==> config.mk <==
export PLATFORM = sky130hd
export DESIGN_NAME = binary_min_heap_queue_flat
export DESIGN_NICKNAME = d
export VERILOG_FILES = /design/src/sv/bmhq_pkg.sv /design/src/sv/bmhq_if.sv /design/src/sv/bmhq_seq.sv /design/src/sv/binary_min_heap_queue.sv /design/src/flat_wrapper.sv
export SDC_FILE = /design/constraint.sdc
export NUM_CORES = 2
export LEC_CHECK = 0
export BUFFER_PORTS_ARGS = -buffer_cell sky130_fd_sc_hd__buf_2
export CORE_ASPECT_RATIO = 1.2
export CORE_UTILIZATION = 45
export DETAILED_ROUTE_END_ITERATION = 10
export HOLD_SLACK_MARGIN = 0.06
export SLEW_MARGIN = 20
export SYNTH_ARGS = -nofsm -noshare
export SYNTH_HDL_FRONTEND = slang
export SYNTH_SLANG_ARGS = --single-unit
==> constraint.sdc <==
create_clock -name clk_i -period 10.7 [get_ports clk_i]
set_clock_uncertainty 0.15 [all_clocks]
set_input_delay 1.605 -clock clk_i [delete_from_list [all_inputs] [get_ports clk_i]]
set_output_delay 1.605 -clock clk_i [all_outputs]
set_load 0.1 [all_outputs]
==> src/sv/bmhq_pkg.sv <==
// Shared types, constants and the microcode program of the heap queue.
// Depends on nothing; every other file of the block uses it.
`timescale 1ns / 1ps

package bmhq_pkg;

  localparam int unsigned DEF_CAPACITY = 16;
  localparam int unsigned DEF_KEY_BITS = 32;
  localparam int unsigned FIELD_W = 32;
  localparam int unsigned OCC_W = 5;
  localparam int unsigned STEP_W = 5;

  typedef enum logic {
    OP_INSERT = 1'b0,
    OP_REMOVE = 1'b1
  } op_e;

  typedef enum logic [1:0] {
    ST_OK    = 2'd0,
    ST_EMPTY = 2'd1,
    ST_FULL  = 2'd2
  } status_e;

  typedef enum logic [3:0] {
    A_NOP,
    A_ACCEPT,
    A_INS_INIT,
    A_RD_PARENT,
    A_MOVE_PAR,
    A_PLACE,
    A_RD_ROOT,
    A_TAKE_ROOT,
    A_LOAD_CUR,
    A_RD_LEFT,
    A_SAVE_LEFT,
    A_PICK_RIGHT,
    A_MOVE_PICK,
    A_FIN_OK,
    A_FIN_EMPTY,
    A_FIN_FULL
  } act_e;

  typedef enum logic [3:0] {
    C_NEVER,
    C_ALWAYS,
    C_NO_IN,
    C_REMOVE,
    C_FULL,
    C_POS_ROOT,
    C_PAR_LE,
    C_EMPTY,
    C_NO_LEFT,
    C_NO_RIGHT,
    C_PICK_GE,
    C_OUT_BUSY
  } cond_e;

  typedef logic [STEP_W-1:0] step_t;

  typedef struct packed {
    act_e  act;
    cond_e cond;
    step_t target;
    logic  last;
  } ucode_t;

  typedef struct packed {
    logic no_in;
    logic remove;
    logic full;
    logic pos_root;
    logic par_le;
    logic empty;
    logic no_left;
    logic no_right;
    logic pick_ge;
    logic out_busy;
  } flags_t;

  localparam step_t S_IDLE      = 5'd0;
  localparam step_t S_DISPATCH  = 5'd1;
  localparam step_t S_INS_CHK   = 5'd2;
  localparam step_t S_INS_INIT  = 5'd3;
  localparam step_t S_UP_RD     = 5'd4;
  localparam step_t S_UP_CMP    = 5'd5;
  localparam step_t S_UP_MOVE   = 5'd6;
  localparam step_t S_PLACE     = 5'd7;
  localparam step_t S_REM       = 5'd8;
  localparam step_t S_RD_ROOT   = 5'd9;
  localparam step_t S_TAKE_ROOT = 5'd10;
  localparam step_t S_LOAD_CUR  = 5'd11;
  localparam step_t S_DN_LEFT   = 5'd12;
  localparam step_t S_DN_RIGHT  = 5'd13;
  localparam step_t S_DN_PICK   = 5'd14;
  localparam step_t S_DN_CMP    = 5'd15;
  localparam step_t S_DN_MOVE   = 5'd16;
  localparam step_t S_FIN_OK    = 5'd17;
  localparam step_t S_FIN_EMPTY = 5'd18;
  localparam step_t S_FIN_FULL  = 5'd19;

  function automatic ucode_t uw(act_e act, cond_e cond, step_t target, logic last);
    ucode_t w;
    w.act = act;
    w.cond = cond;
    w.target = target;
    w.last = last;
    return w;
  endfunction

  // One control word per step; a taken condition jumps to the target.
  function automatic ucode_t ucode_rom(step_t step);
    ucode_t w;
    case (step)
      S_IDLE:      w = uw(A_ACCEPT,     C_NO_IN,    S_IDLE,      1'b0);
      S_DISPATCH:  w = uw(A_NOP,        C_REMOVE,   S_REM,       1'b0);
      S_INS_CHK:   w = uw(A_NOP,        C_FULL,     S_FIN_FULL,  1'b0);
      S_INS_INIT:  w = uw(A_INS_INIT,   C_NEVER,    S_IDLE,      1'b0);
      S_UP_RD:     w = uw(A_RD_PARENT,  C_POS_ROOT, S_PLACE,     1'b0);
      S_UP_CMP:    w = uw(A_NOP,        C_PAR_LE,   S_PLACE,     1'b0);
      S_UP_MOVE:   w = uw(A_MOVE_PAR,   C_ALWAYS,   S_UP_RD,     1'b0);
      S_PLACE:     w = uw(A_PLACE,      C_ALWAYS,   S_FIN_OK,    1'b0);
      S_REM:       w = uw(A_NOP,        C_EMPTY,    S_FIN_EMPTY, 1'b0);
      S_RD_ROOT:   w = uw(A_RD_ROOT,    C_NEVER,    S_IDLE,      1'b0);
      S_TAKE_ROOT: w = uw(A_TAKE_ROOT,  C_NEVER,    S_IDLE,      1'b0);
      S_LOAD_CUR:  w = uw(A_LOAD_CUR,   C_NEVER,    S_IDLE,      1'b0);
      S_DN_LEFT:   w = uw(A_RD_LEFT,    C_NO_LEFT,  S_PLACE,     1'b0);
      S_DN_RIGHT:  w = uw(A_SAVE_LEFT,  C_NO_RIGHT, S_DN_CMP,    1'b0);
      S_DN_PICK:   w = uw(A_PICK_RIGHT, C_NEVER,    S_IDLE,      1'b0);
      S_DN_CMP:    w = uw(A_NOP,        C_PICK_GE,  S_PLACE,     1'b0);
      S_DN_MOVE:   w = uw(A_MOVE_PICK,  C_ALWAYS,   S_DN_LEFT,   1'b0);
      S_FIN_OK:    w = uw(A_FIN_OK,     C_OUT_BUSY, S_FIN_OK,    1'b1);
      S_FIN_EMPTY: w = uw(A_FIN_EMPTY,  C_OUT_BUSY, S_FIN_EMPTY, 1'b1);
      S_FIN_FULL:  w = uw(A_FIN_FULL,   C_OUT_BUSY, S_FIN_FULL,  1'b1);
      default:     w = uw(A_NOP,        C_ALWAYS,   S_IDLE,      1'b0);
    endcase
    return w;
  endfunction

endpackage

==> src/sv/bmhq_if.sv <==
// Valid/ready channel interfaces for the request and result words of the heap queue.
// Depends on bmhq_pkg for the operation and status codes.
`timescale 1ns / 1ps

interface bmhq_in_if;
  logic                               valid;
  logic                               ready;
  bmhq_pkg::op_e                      op;
  logic [bmhq_pkg::FIELD_W-1:0]       key;
  logic [bmhq_pkg::FIELD_W-1:0]       payload;

  modport source (output valid, op, key, payload, input ready);
  modport sink (input valid, op, key, payload, output ready);
endinterface

interface bmhq_out_if;
  logic                               valid;
  logic                               ready;
  bmhq_pkg::status_e                  status;
  logic [bmhq_pkg::FIELD_W-1:0]       out_key;
  logic [bmhq_pkg::FIELD_W-1:0]       out_payload;
  logic [bmhq_pkg::OCC_W-1:0]         occupancy;

  modport source (output valid, status, out_key, out_payload, occupancy, input ready);
  modport sink (input valid, status, out_key, out_payload, occupancy, output ready);
endinterface

==> src/sv/bmhq_seq.sv <==
// Microcode sequencer of the heap queue: step counter, program table and jump logic.
// Depends on bmhq_pkg for the control word, the conditions and the program.
`timescale 1ns / 1ps

module bmhq_seq (
  input  logic             clk_i,
  input  logic             rst_ni,
  input  bmhq_pkg::flags_t flags_i,
  output bmhq_pkg::ucode_t uword_o
);
  import bmhq_pkg::*;

  step_t  step_q, step_d;
  ucode_t word;
  logic   hit;

  always_comb begin
    word = ucode_rom(step_q);
    case (word.cond)
      C_NEVER:    hit = 1'b0;
      C_ALWAYS:   hit = 1'b1;
      C_NO_IN:    hit = flags_i.no_in;
      C_REMOVE:   hit = flags_i.remove;
      C_FULL:     hit = flags_i.full;
      C_POS_ROOT: hit = flags_i.pos_root;
      C_PAR_LE:   hit = flags_i.par_le;
      C_EMPTY:    hit = flags_i.empty;
      C_NO_LEFT:  hit = flags_i.no_left;
      C_NO_RIGHT: hit = flags_i.no_right;
      C_PICK_GE:  hit = flags_i.pick_ge;
      C_OUT_BUSY: hit = flags_i.out_busy;
      default:    hit = 1'b1;
    endcase
    if (hit) begin
      step_d = word.target;
    end else if (word.last) begin
      step_d = S_IDLE;
    end else begin
      step_d = step_q + step_t'(1);
    end
  end

  always_ff @(posedge clk_i or negedge rst_ni) begin
    if (!rst_ni) begin
      step_q <= S_IDLE;
    end else begin
      step_q <= step_d;
    end
  end

  assign uword_o = word;

endmodule

==> src/sv/binary_min_heap_queue.sv <==
// Binary min-heap priority queue of events, top level: datapath, heap memory, result register.
// Depends on bmhq_pkg, the channel interfaces in bmhq_if and the sequencer bmhq_seq.
//
// Each request word on in_i either inserts an event (key and payload) or removes the event
// with the smallest key. Every request gives exactly one result word on out_o: a status,
// the removed key and payload (zero unless a removal succeeded) and the number of events
// held afterwards. An insert into a full queue is dropped with status full; a removal from
// an empty queue returns status empty. Both leave the contents unchanged.
// Requests are handled one at a time by a microcoded sequencer over a single-port heap
// memory, so the next request is accepted only after the last one has reached its result.
// An insert climbs toward the root and a removal sinks the last event from the root; in the
// climb each level costs one parent read and one key compare, in the sink up to two child
// reads and two key compares.
// A finished result sits in an output register; when the receiver stalls, the block still
// takes and works on the next request but holds at its last step until the register frees.
// Reset empties the queue at once, with no clearing pass, and drops any pending result.
`timescale 1ns / 1ps

module binary_min_heap_queue #(
  parameter int unsigned CAPACITY = bmhq_pkg::DEF_CAPACITY,
  parameter int unsigned KEY_BITS = bmhq_pkg::DEF_KEY_BITS
) (
  input logic        clk_i,
  input logic        rst_ni,
  bmhq_in_if.sink    in_i,
  bmhq_out_if.source out_o
);
  import bmhq_pkg::*;

  localparam int unsigned IDX_W = $clog2(CAPACITY);
  localparam int unsigned CNT_W = $clog2(CAPACITY + 1);
  localparam int unsigned CW = IDX_W + 2;

  ucode_t uword;
  flags_t flags;

  logic [KEY_BITS-1:0] mem_key [CAPACITY];
  logic [FIELD_W-1:0]  mem_pay [CAPACITY];

  logic [CNT_W-1:0]    cnt_q;
  logic [IDX_W-1:0]    pos_q, pick_idx_q;
  op_e                 op_q;
  logic [KEY_BITS-1:0] ikey_q, cur_key_q, pick_key_q, rd_key_q, res_key_q, out_key_q;
  logic [FIELD_W-1:0]  ipay_q, cur_pay_q, pick_pay_q, rd_pay_q, res_pay_q, out_pay_q;
  logic                out_valid_q;
  status_e             out_status_q;
  logic [OCC_W-1:0]    out_occ_q;

  logic [IDX_W-1:0]    par_idx;
  logic [CW-1:0]       left_w, right_w, cnt_w;
  logic                out_busy, fin_load;
  status_e             fin_status;
  logic                rd_en, wr_en;
  logic [IDX_W-1:0]    rd_addr, wr_addr;
  logic [KEY_BITS-1:0] wr_key;
  logic [FIELD_W-1:0]  wr_pay;
  logic [CNT_W+OCC_W-1:0]    occ_ext;
  logic [KEY_BITS+FIELD_W-1:0] okey_ext;

  bmhq_seq u_seq (
    .clk_i   (clk_i),
    .rst_ni  (rst_ni),
    .flags_i (flags),
    .uword_o (uword)
  );

  assign par_idx  = (pos_q - IDX_W'(1)) >> 1;
  assign left_w   = {1'b0, pos_q, 1'b1};
  assign right_w  = left_w + CW'(1);
  assign cnt_w    = CW'(cnt_q);
  assign out_busy = out_valid_q && !out_o.ready;
  assign fin_load = ((uword.act == A_FIN_OK) || (uword.act == A_FIN_EMPTY) ||
                     (uword.act == A_FIN_FULL)) && !out_busy;

  always_comb begin
    flags.no_in    = !in_i.valid;
    flags.remove   = (op_q == OP_REMOVE);
    flags.full     = (cnt_q == CNT_W'(CAPACITY));
    flags.pos_root = (pos_q == '0);
    flags.par_le   = !(rd_key_q > cur_key_q);
    flags.empty    = (cnt_q == '0);
    flags.no_left  = (left_w >= cnt_w);
    flags.no_right = (right_w >= cnt_w);
    flags.pick_ge  = !(pick_key_q < cur_key_q);
    flags.out_busy = out_busy;
  end

  always_comb begin
    case (uword.act)
      A_FIN_EMPTY: fin_status = ST_EMPTY;
      A_FIN_FULL:  fin_status = ST_FULL;
      default:     fin_status = ST_OK;
    endcase
  end

  always_comb begin
    rd_en   = 1'b0;
    rd_addr = '0;
    wr_en   = 1'b0;
    wr_addr = pos_q;
    wr_key  = cur_key_q;
    wr_pay  = cur_pay_q;
    case (uword.act)
      A_RD_PARENT: begin
        rd_en   = 1'b1;
        rd_addr = par_idx;
      end
      A_RD_ROOT: begin
        rd_en   = 1'b1;
        rd_addr = '0;
      end
      A_TAKE_ROOT: begin
        rd_en   = 1'b1;
        rd_addr = IDX_W'(cnt_q);
      end
      A_RD_LEFT: begin
        rd_en   = 1'b1;
        rd_addr = left_w[IDX_W-1:0];
      end
      A_SAVE_LEFT: begin
        rd_en   = 1'b1;
        rd_addr = right_w[IDX_W-1:0];
      end
      A_MOVE_PAR: begin
        wr_en  = 1'b1;
        wr_key = rd_key_q;
        wr_pay = rd_pay_q;
      end
      A_PLACE: begin
        wr_en = 1'b1;
      end
      A_MOVE_PICK: begin
        wr_en  = 1'b1;
        wr_key = pick_key_q;
        wr_pay = pick_pay_q;
      end
      default: begin
        rd_en = 1'b0;
      end
    endcase
  end

  always_ff @(posedge clk_i) begin
    if (wr_en) begin
      mem_key[wr_addr] <= wr_key;
      mem_pay[wr_addr] <= wr_pay;
    end
    if (rd_en) begin
      rd_key_q <= mem_key[rd_addr];
      rd_pay_q <= mem_pay[rd_addr];
    end
  end

  always_ff @(posedge clk_i or negedge rst_ni) begin
    if (!rst_ni) begin
      cnt_q       <= '0;
      out_valid_q <= 1'b0;
    end else begin
      if (fin_load) begin
        out_valid_q <= 1'b1;
      end else if (out_valid_q && out_o.ready) begin
        out_valid_q <= 1'b0;
      end
      case (uword.act)
        A_INS_INIT: cnt_q <= cnt_q + CNT_W'(1);
        A_RD_ROOT:  cnt_q <= cnt_q - CNT_W'(1);
        default:    cnt_q <= cnt_q;
      endcase
    end
  end

  always_ff @(posedge clk_i) begin
    case (uword.act)
      A_ACCEPT: begin
        if (in_i.valid) begin
          op_q      <= in_i.op;
          ikey_q    <= in_i.key[KEY_BITS-1:0];
          ipay_q    <= in_i.payload;
          res_key_q <= '0;
          res_pay_q <= '0;
        end
      end
      A_INS_INIT: begin
        pos_q     <= cnt_q[IDX_W-1:0];
        cur_key_q <= ikey_q;
        cur_pay_q <= ipay_q;
      end
      A_MOVE_PAR: pos_q <= par_idx;
      A_TAKE_ROOT: begin
        res_key_q <= rd_key_q;
        res_pay_q <= rd_pay_q;
        pos_q     <= '0;
      end
      A_LOAD_CUR: begin
        cur_key_q <= rd_key_q;
        cur_pay_q <= rd_pay_q;
      end
      A_SAVE_LEFT: begin
        pick_key_q <= rd_key_q;
        pick_pay_q <= rd_pay_q;
        pick_idx_q <= left_w[IDX_W-1:0];
      end
      A_PICK_RIGHT: begin
        if (!(pick_key_q < rd_key_q)) begin
          pick_key_q <= rd_key_q;
          pick_pay_q <= rd_pay_q;
          pick_idx_q <= right_w[IDX_W-1:0];
        end
      end
      A_MOVE_PICK: pos_q <= pick_idx_q;
      default: begin
        pos_q <= pos_q;
      end
    endcase
    if (fin_load) begin
      out_status_q <= fin_status;
      out_key_q    <= res_key_q;
      out_pay_q    <= res_pay_q;
      out_occ_q    <= occ_ext[OCC_W-1:0];
    end
  end

  assign occ_ext  = {{OCC_W{1'b0}}, cnt_q};
  assign okey_ext = {{FIELD_W{1'b0}}, out_key_q};

  assign in_i.ready        = (uword.act == A_ACCEPT);
  assign out_o.valid       = out_valid_q;
  assign out_o.status      = out_status_q;
  assign out_o.out_key     = okey_ext[FIELD_W-1:0];
  assign out_o.out_payload = out_pay_q;
  assign out_o.occupancy   = out_occ_q;

  a_cnt_bound: assert property (@(posedge clk_i) disable iff (!rst_ni)
    cnt_q <= CNT_W'(CAPACITY))
    else $error("event count exceeds capacity");

  a_full_status: assert property (@(posedge clk_i) disable iff (!rst_ni)
    (fin_load && (uword.act == A_FIN_FULL)) |-> (cnt_q == CNT_W'(CAPACITY)))
    else $error("full status reported while the queue has room");

  a_empty_status: assert property (@(posedge clk_i) disable iff (!rst_ni)
    (fin_load && (uword.act == A_FIN_EMPTY)) |-> (cnt_q == '0))
    else $error("empty status reported while the queue holds events");

  a_cnt_step: assert property (@(posedge clk_i) disable iff (!rst_ni)
    !$stable(cnt_q) |-> ((cnt_q == $past(cnt_q) + CNT_W'(1)) ||
                         (cnt_q + CNT_W'(1) == $past(cnt_q))))
    else $error("event count changed by more than one");

endmodule
==> src/flat_wrapper.sv <==
// flat-port wrapper written by rule: the top's interface ports become plain ports
module binary_min_heap_queue_flat import bmhq_pkg::*;
#(
  parameter int unsigned CAPACITY = bmhq_pkg::DEF_CAPACITY,
  parameter int unsigned KEY_BITS = bmhq_pkg::DEF_KEY_BITS
)
  (clk_i, rst_ni, in_i_valid, in_i_op, in_i_key, in_i_payload, in_i_ready, out_o_valid, out_o_status, out_o_out_key, out_o_out_payload, out_o_occupancy, out_o_ready);
  bmhq_in_if in_i_i ();
  bmhq_out_if out_o_i ();
  input logic clk_i;
  input logic rst_ni;
  input wire logic [$bits(in_i_i.valid)-1:0] in_i_valid;
  input wire logic [$bits(in_i_i.op)-1:0] in_i_op;
  input wire logic [$bits(in_i_i.key)-1:0] in_i_key;
  input wire logic [$bits(in_i_i.payload)-1:0] in_i_payload;
  output wire logic [$bits(in_i_i.ready)-1:0] in_i_ready;
  output wire logic [$bits(out_o_i.valid)-1:0] out_o_valid;
  output wire logic [$bits(out_o_i.status)-1:0] out_o_status;
  output wire logic [$bits(out_o_i.out_key)-1:0] out_o_out_key;
  output wire logic [$bits(out_o_i.out_payload)-1:0] out_o_out_payload;
  output wire logic [$bits(out_o_i.occupancy)-1:0] out_o_occupancy;
  input wire logic [$bits(out_o_i.ready)-1:0] out_o_ready;
  assign in_i_i.valid = in_i_valid;
  assign in_i_i.op = in_i_op;
  assign in_i_i.key = in_i_key;
  assign in_i_i.payload = in_i_payload;
  assign in_i_ready = in_i_i.ready;
  assign out_o_valid = out_o_i.valid;
  assign out_o_status = out_o_i.status;
  assign out_o_out_key = out_o_i.out_key;
  assign out_o_out_payload = out_o_i.out_payload;
  assign out_o_occupancy = out_o_i.occupancy;
  assign out_o_i.ready = out_o_ready;
  binary_min_heap_queue #(.CAPACITY(CAPACITY), .KEY_BITS(KEY_BITS)) u_core (.clk_i(clk_i), .rst_ni(rst_ni), .in_i(in_i_i), .out_o(out_o_i));
endmodule
==> metrics.md <==
| Metric | Value |
|---|---|
| Outcome | `completed` |
| Routability cong. | `0.890` |
| Post-DR vias/cell | `5.69` |
| Post-CTS Hold Buffers | `0` |
| Post-CTS resize count | `0` |
| Vias in the first global route | `31228` |
| Final antenna-violating net count | `0` |
| Yosys Warn Count | `0` |
| Met2 Usage GRT | `0.342` |
| Largest net degree at the start of global routing | `187` |
| Slew headroom | `0.189` |
| Hold Vio Cnt, Final | `0` |
| First-pass GRT wire length | `204 mm` |
| Drt first-iter violations | `2633` |
| Top FF cell, synth | `edfxtp_1` |
| Largest fanout on the critical path | `58` |
| Post-layout min period | `6.07 ns` |
| R2R Setup Slk | `4.63 ns` |
| Yosys cell types | `71` |
| DRT Pass-1 Iters | `6` |
| Post-synth EDFFs | `1424` |
| Clk Latency, worst-skew pair | `0.77 ns` |
| Sequential fraction of the synthesis area | `0.730` |
| Hold depth | `0` |
| Port Buf Inserts | `141` |
| Vias after detailed routing | `31214` |
| Setup bufs post-CTS | `0` |
| FFs w/ async S/R, synth | `0.00767` |
| Hold EP | `u_core.out_o.out_key[0]` |
| Reg2reg path depth | `11` |
| Area of the die | `0.132 mm^2` |
| Worst Hold Launch | `u_core.res_key_q[0]` |
| Worst-margin pin slew | `1.22 ns` |
| Leak Pwr | `21.4 nW` |
| RR Endpoint | `u_core.rd_pay_q[6]` |
| Drt drc | `0` |
| FF+latch count, synth | `1435` |
| Met1 usage | `0.292` |
| Synthesized area per cell | `16.8 um^2` |
| Clock network fraction of design power | `0.238` |
| Fmax | `165 MHz` |
| Non-Filler Cell Area, Final | `0.0662 mm^2` |
| H-Tree Depth | `4` |
| IO Pins | `142` |
| Met3 GRT Util | `0.0337` |
| Core area | `0.130 mm^2` |
| CP arrival | `6.42 ns` |
| Post-route setup slack | `4.63 ns` |
| Placed cell areas | `0.0616 mm^2` |
| Worst Hold Class | `reg -> reg` |
| Num CTS Buffers | `144` |
| Starting density of the core | `0.453` |
| Synth Instances | `3511` |
| Grt ovf | `0` |
| Synthesized area | `0.0589 mm^2` |
| DIE WIDTH | `332 um` |
| Most common cell after layout, fill and taps aside | `edfxtp_1` |
| Critical path type | `reg -> reg` |
| CTS Buffer Depth | `3` |
| Pre-CTS setup slack | `4.66 ns` |
| Num Clock Sinks | `1435` |
| CP required | `11.05 ns` |
| CP Capture Type | `flip-flop` |
| Reg power frac | `0.424` |
| Sw Share | `0.359` |
| Final setup viols | `0` |
| Slew Viols, Final | `0` |
| CTS tree | `done` |
| Number of cell rows | `145` |
| Psw | `7.49 mW` |
| Final Cycle Share | `0.568` |
| Post-Route Utilization | `0.509` |
| Layout cells sized above 1 | `0.172` |
| Critical Path Source Type | `flip-flop` |
| TNS Setup | `0 ns` |
| Post-detail-place hpwl | `72.8 mm` |
| PwrDens | `314 mW/mm^2` |
| P&R area growth vs syn | `12.4%` |
| Power Internal | `13.3 mW` |
| Max VDD drop | `0.389 mV` |
| Filler cells | `10579` |
| Clk root buf | `clkbuf_16` |
| Commonest non-fill, non-tap cells in the layout | `edfxtp_1, mux2i_1, nand2_1` |
| GRT Max-Usage Layer | `met2` |
| R2R Path Start | `u_core.u_seq.step_q[2]` |
| WL/cell | `25.3 um` |
| Routed WL | `139 mm` |
| Gate power share | `0.338` |
| Initial antenna violation count | `3` |
| Vert. Die Dim | `398 um` |
| Reg clk slew, reported paths | `0.06 ns` |
| Nets | `3866` |
| Max Cap Violations | `0` |
| GRT Total Usage | `0.210` |
| Synth Net Count | `3697` |
| Worst hold margin | `0.268 ns` |
| Unrepaired setup endpoints after global routing | `no` |
==> Yosys cell counts (all sizes together) (2+ instances only) <==
cell	instances	share of area
or2	4	0.00042
mux2	197	0.038
o22ai	6	0.00064
a22oi	99	0.013
edfxtp	1424	0.73
a311o	2	0.00034
dfrtp	11	0.0047
xor2	2	0.00030
a221o	36	0.0061
nor2b	12	0.0013
a21boi	2	0.00025
o211ai	135	0.017
xnor2	8	0.0012
nor3b	3	0.00047
a31oi	5	0.00053
a21o	20	0.0025
nand3	81	0.0069
and3	35	0.0037
mux2i	515	0.087
buf	108	0.011
a221oi	3	0.00055
o21bai	3	0.00038
o311ai	2	0.00030
a211o	2	0.00030
ha	116	0.025
a211oi	12	0.0016
nand4	21	0.0022
o21ai	23	0.0020
nor2	45	0.0029
and2	5	0.00053
o2111ai	2	0.00030
nor4	7	0.00085
a21oi	45	0.0040
nor3	82	0.0072
nand2b	16	0.0017
o32ai	2	0.00042
clkbuf	78	0.0051
nand2	235	0.015
a2111oi	2	0.00030
o21a	4	0.00051
inv	84	0.0054
==> flip-flops by register name, summed over array words and instances (netlist names) <==
signal and cells:
u_core.mem_key 512, u_core.mem_pay 512, u_core.cur_key_q 32, u_core.cur_pay_q 32, u_core.ikey_q 32, u_core.ipay_q 32
u_core.out_o.out_key 32, u_core.out_o.out_payload 32, u_core.pick_key_q 32, u_core.pick_pay_q 32, u_core.rd_key_q 32, u_core.rd_pay_q 32
u_core.res_key_q 32, u_core.res_pay_q 32, u_core.cnt_q 5, u_core.out_o.occupancy 5, u_core.u_seq.step_q 5, u_core.pick_idx_q 4
u_core.pos_q 4, u_core.out_o.status 2, u_core.op_q 1, u_core.out_o.valid 1
==> worst max-delay path by stage <==
stage / from / end / slack [ns] / cells after the start
finish: u_core.u_seq.step_q[2] / u_core.rd_pay_q[6] / 4.63 / 11
global route: u_core.u_seq.step_q[2] / u_core.rd_pay_q[6] / 4.24 / 11
CTS: u_core.u_seq.step_q[2] / u_core.rd_pay_q[10] / 4.64 / 11
detailed placement: u_core.u_seq.step_q[2] / u_core.rd_pay_q[7] / 4.66 / 11
global placement: u_core.u_seq.step_q[2] / u_core.rd_pay_q[7] / 4.70 / 11
floorplan: u_core.u_seq.step_q[0] / u_core.mem_key[3][0] / 3.30 / 10
==> power groups by stage <==
| stage | Combinational (mW) | Sequential [mW] | Clock (mW) |
|---|---|---|---|
| 2_1_floorplan | 4.77 | 9.08 | 0 |
| 6_report | 7.04 | 8.84 | 4.95 |
| 3_3_place_gp | 6.94 | 8.94 | 0 |
| 3_5_place_dp | 7.04 | 8.94 | 0 |
| 5_1_grt | 7.63 | 8.92 | 5.27 |
| 4_1_cts | 7.06 | 8.84 | 5.06 |
==> layer usage <==
metal / routed length, um / part of all wire
met1: 62200 / 0.45
met2: 66600 / 0.48
met3: 7140 / 0.051
met4: 2870 / 0.021
met5: 0 / 0
==> critical path, stage by stage, from the launching register on <==
cell and delay (ns):
dfrtp_1 0.94, inv_1 0.39, a311o_1 0.44, a211oi_4 0.23, buf_4 0.50, a221o_4 0.97, buf_4 0.77, buf_4 0.60
mux2i_1 0.25, mux2i_1 0.10, a22oi_1 0.25, nand3_1 0.09
==> kinds of logic after synthesis <==
logic type,count (synthesis),share of synthesized area
flops,1435,0.730
mux,712,0.125
buf+inv,270,0.0215
simple gates,554,0.0443
xor+xnor,10,0.00149
fa+ha+maj,117,0.0250
compound gates,413,0.0521
==> cell type report <==
class	count	area (um^2)	share of cell area
well taps	1690	2110	0.0319
repair buffers	209	1290	0.0194
clock inverters	91	890	0.0134
diodes	3	7.51	0.000113
flip-flops and latches	1435	43000	0.650
multi-input cells	1806	14900	0.224
inverters	84	315	0.00476
clock buffers	172	3730	0.0563
==> per-stage QoR <==
stage | power [mW] | instances
after floorplan | 13.9 | 3511
after global placement | 15.9 | 5223
after detailed placement | 16.0 | 5223
after CTS | 21.0 | 5486
after global routing | 21.8 | 5488
final | 20.8 | 5490
(Power assumes the default switching activity.)
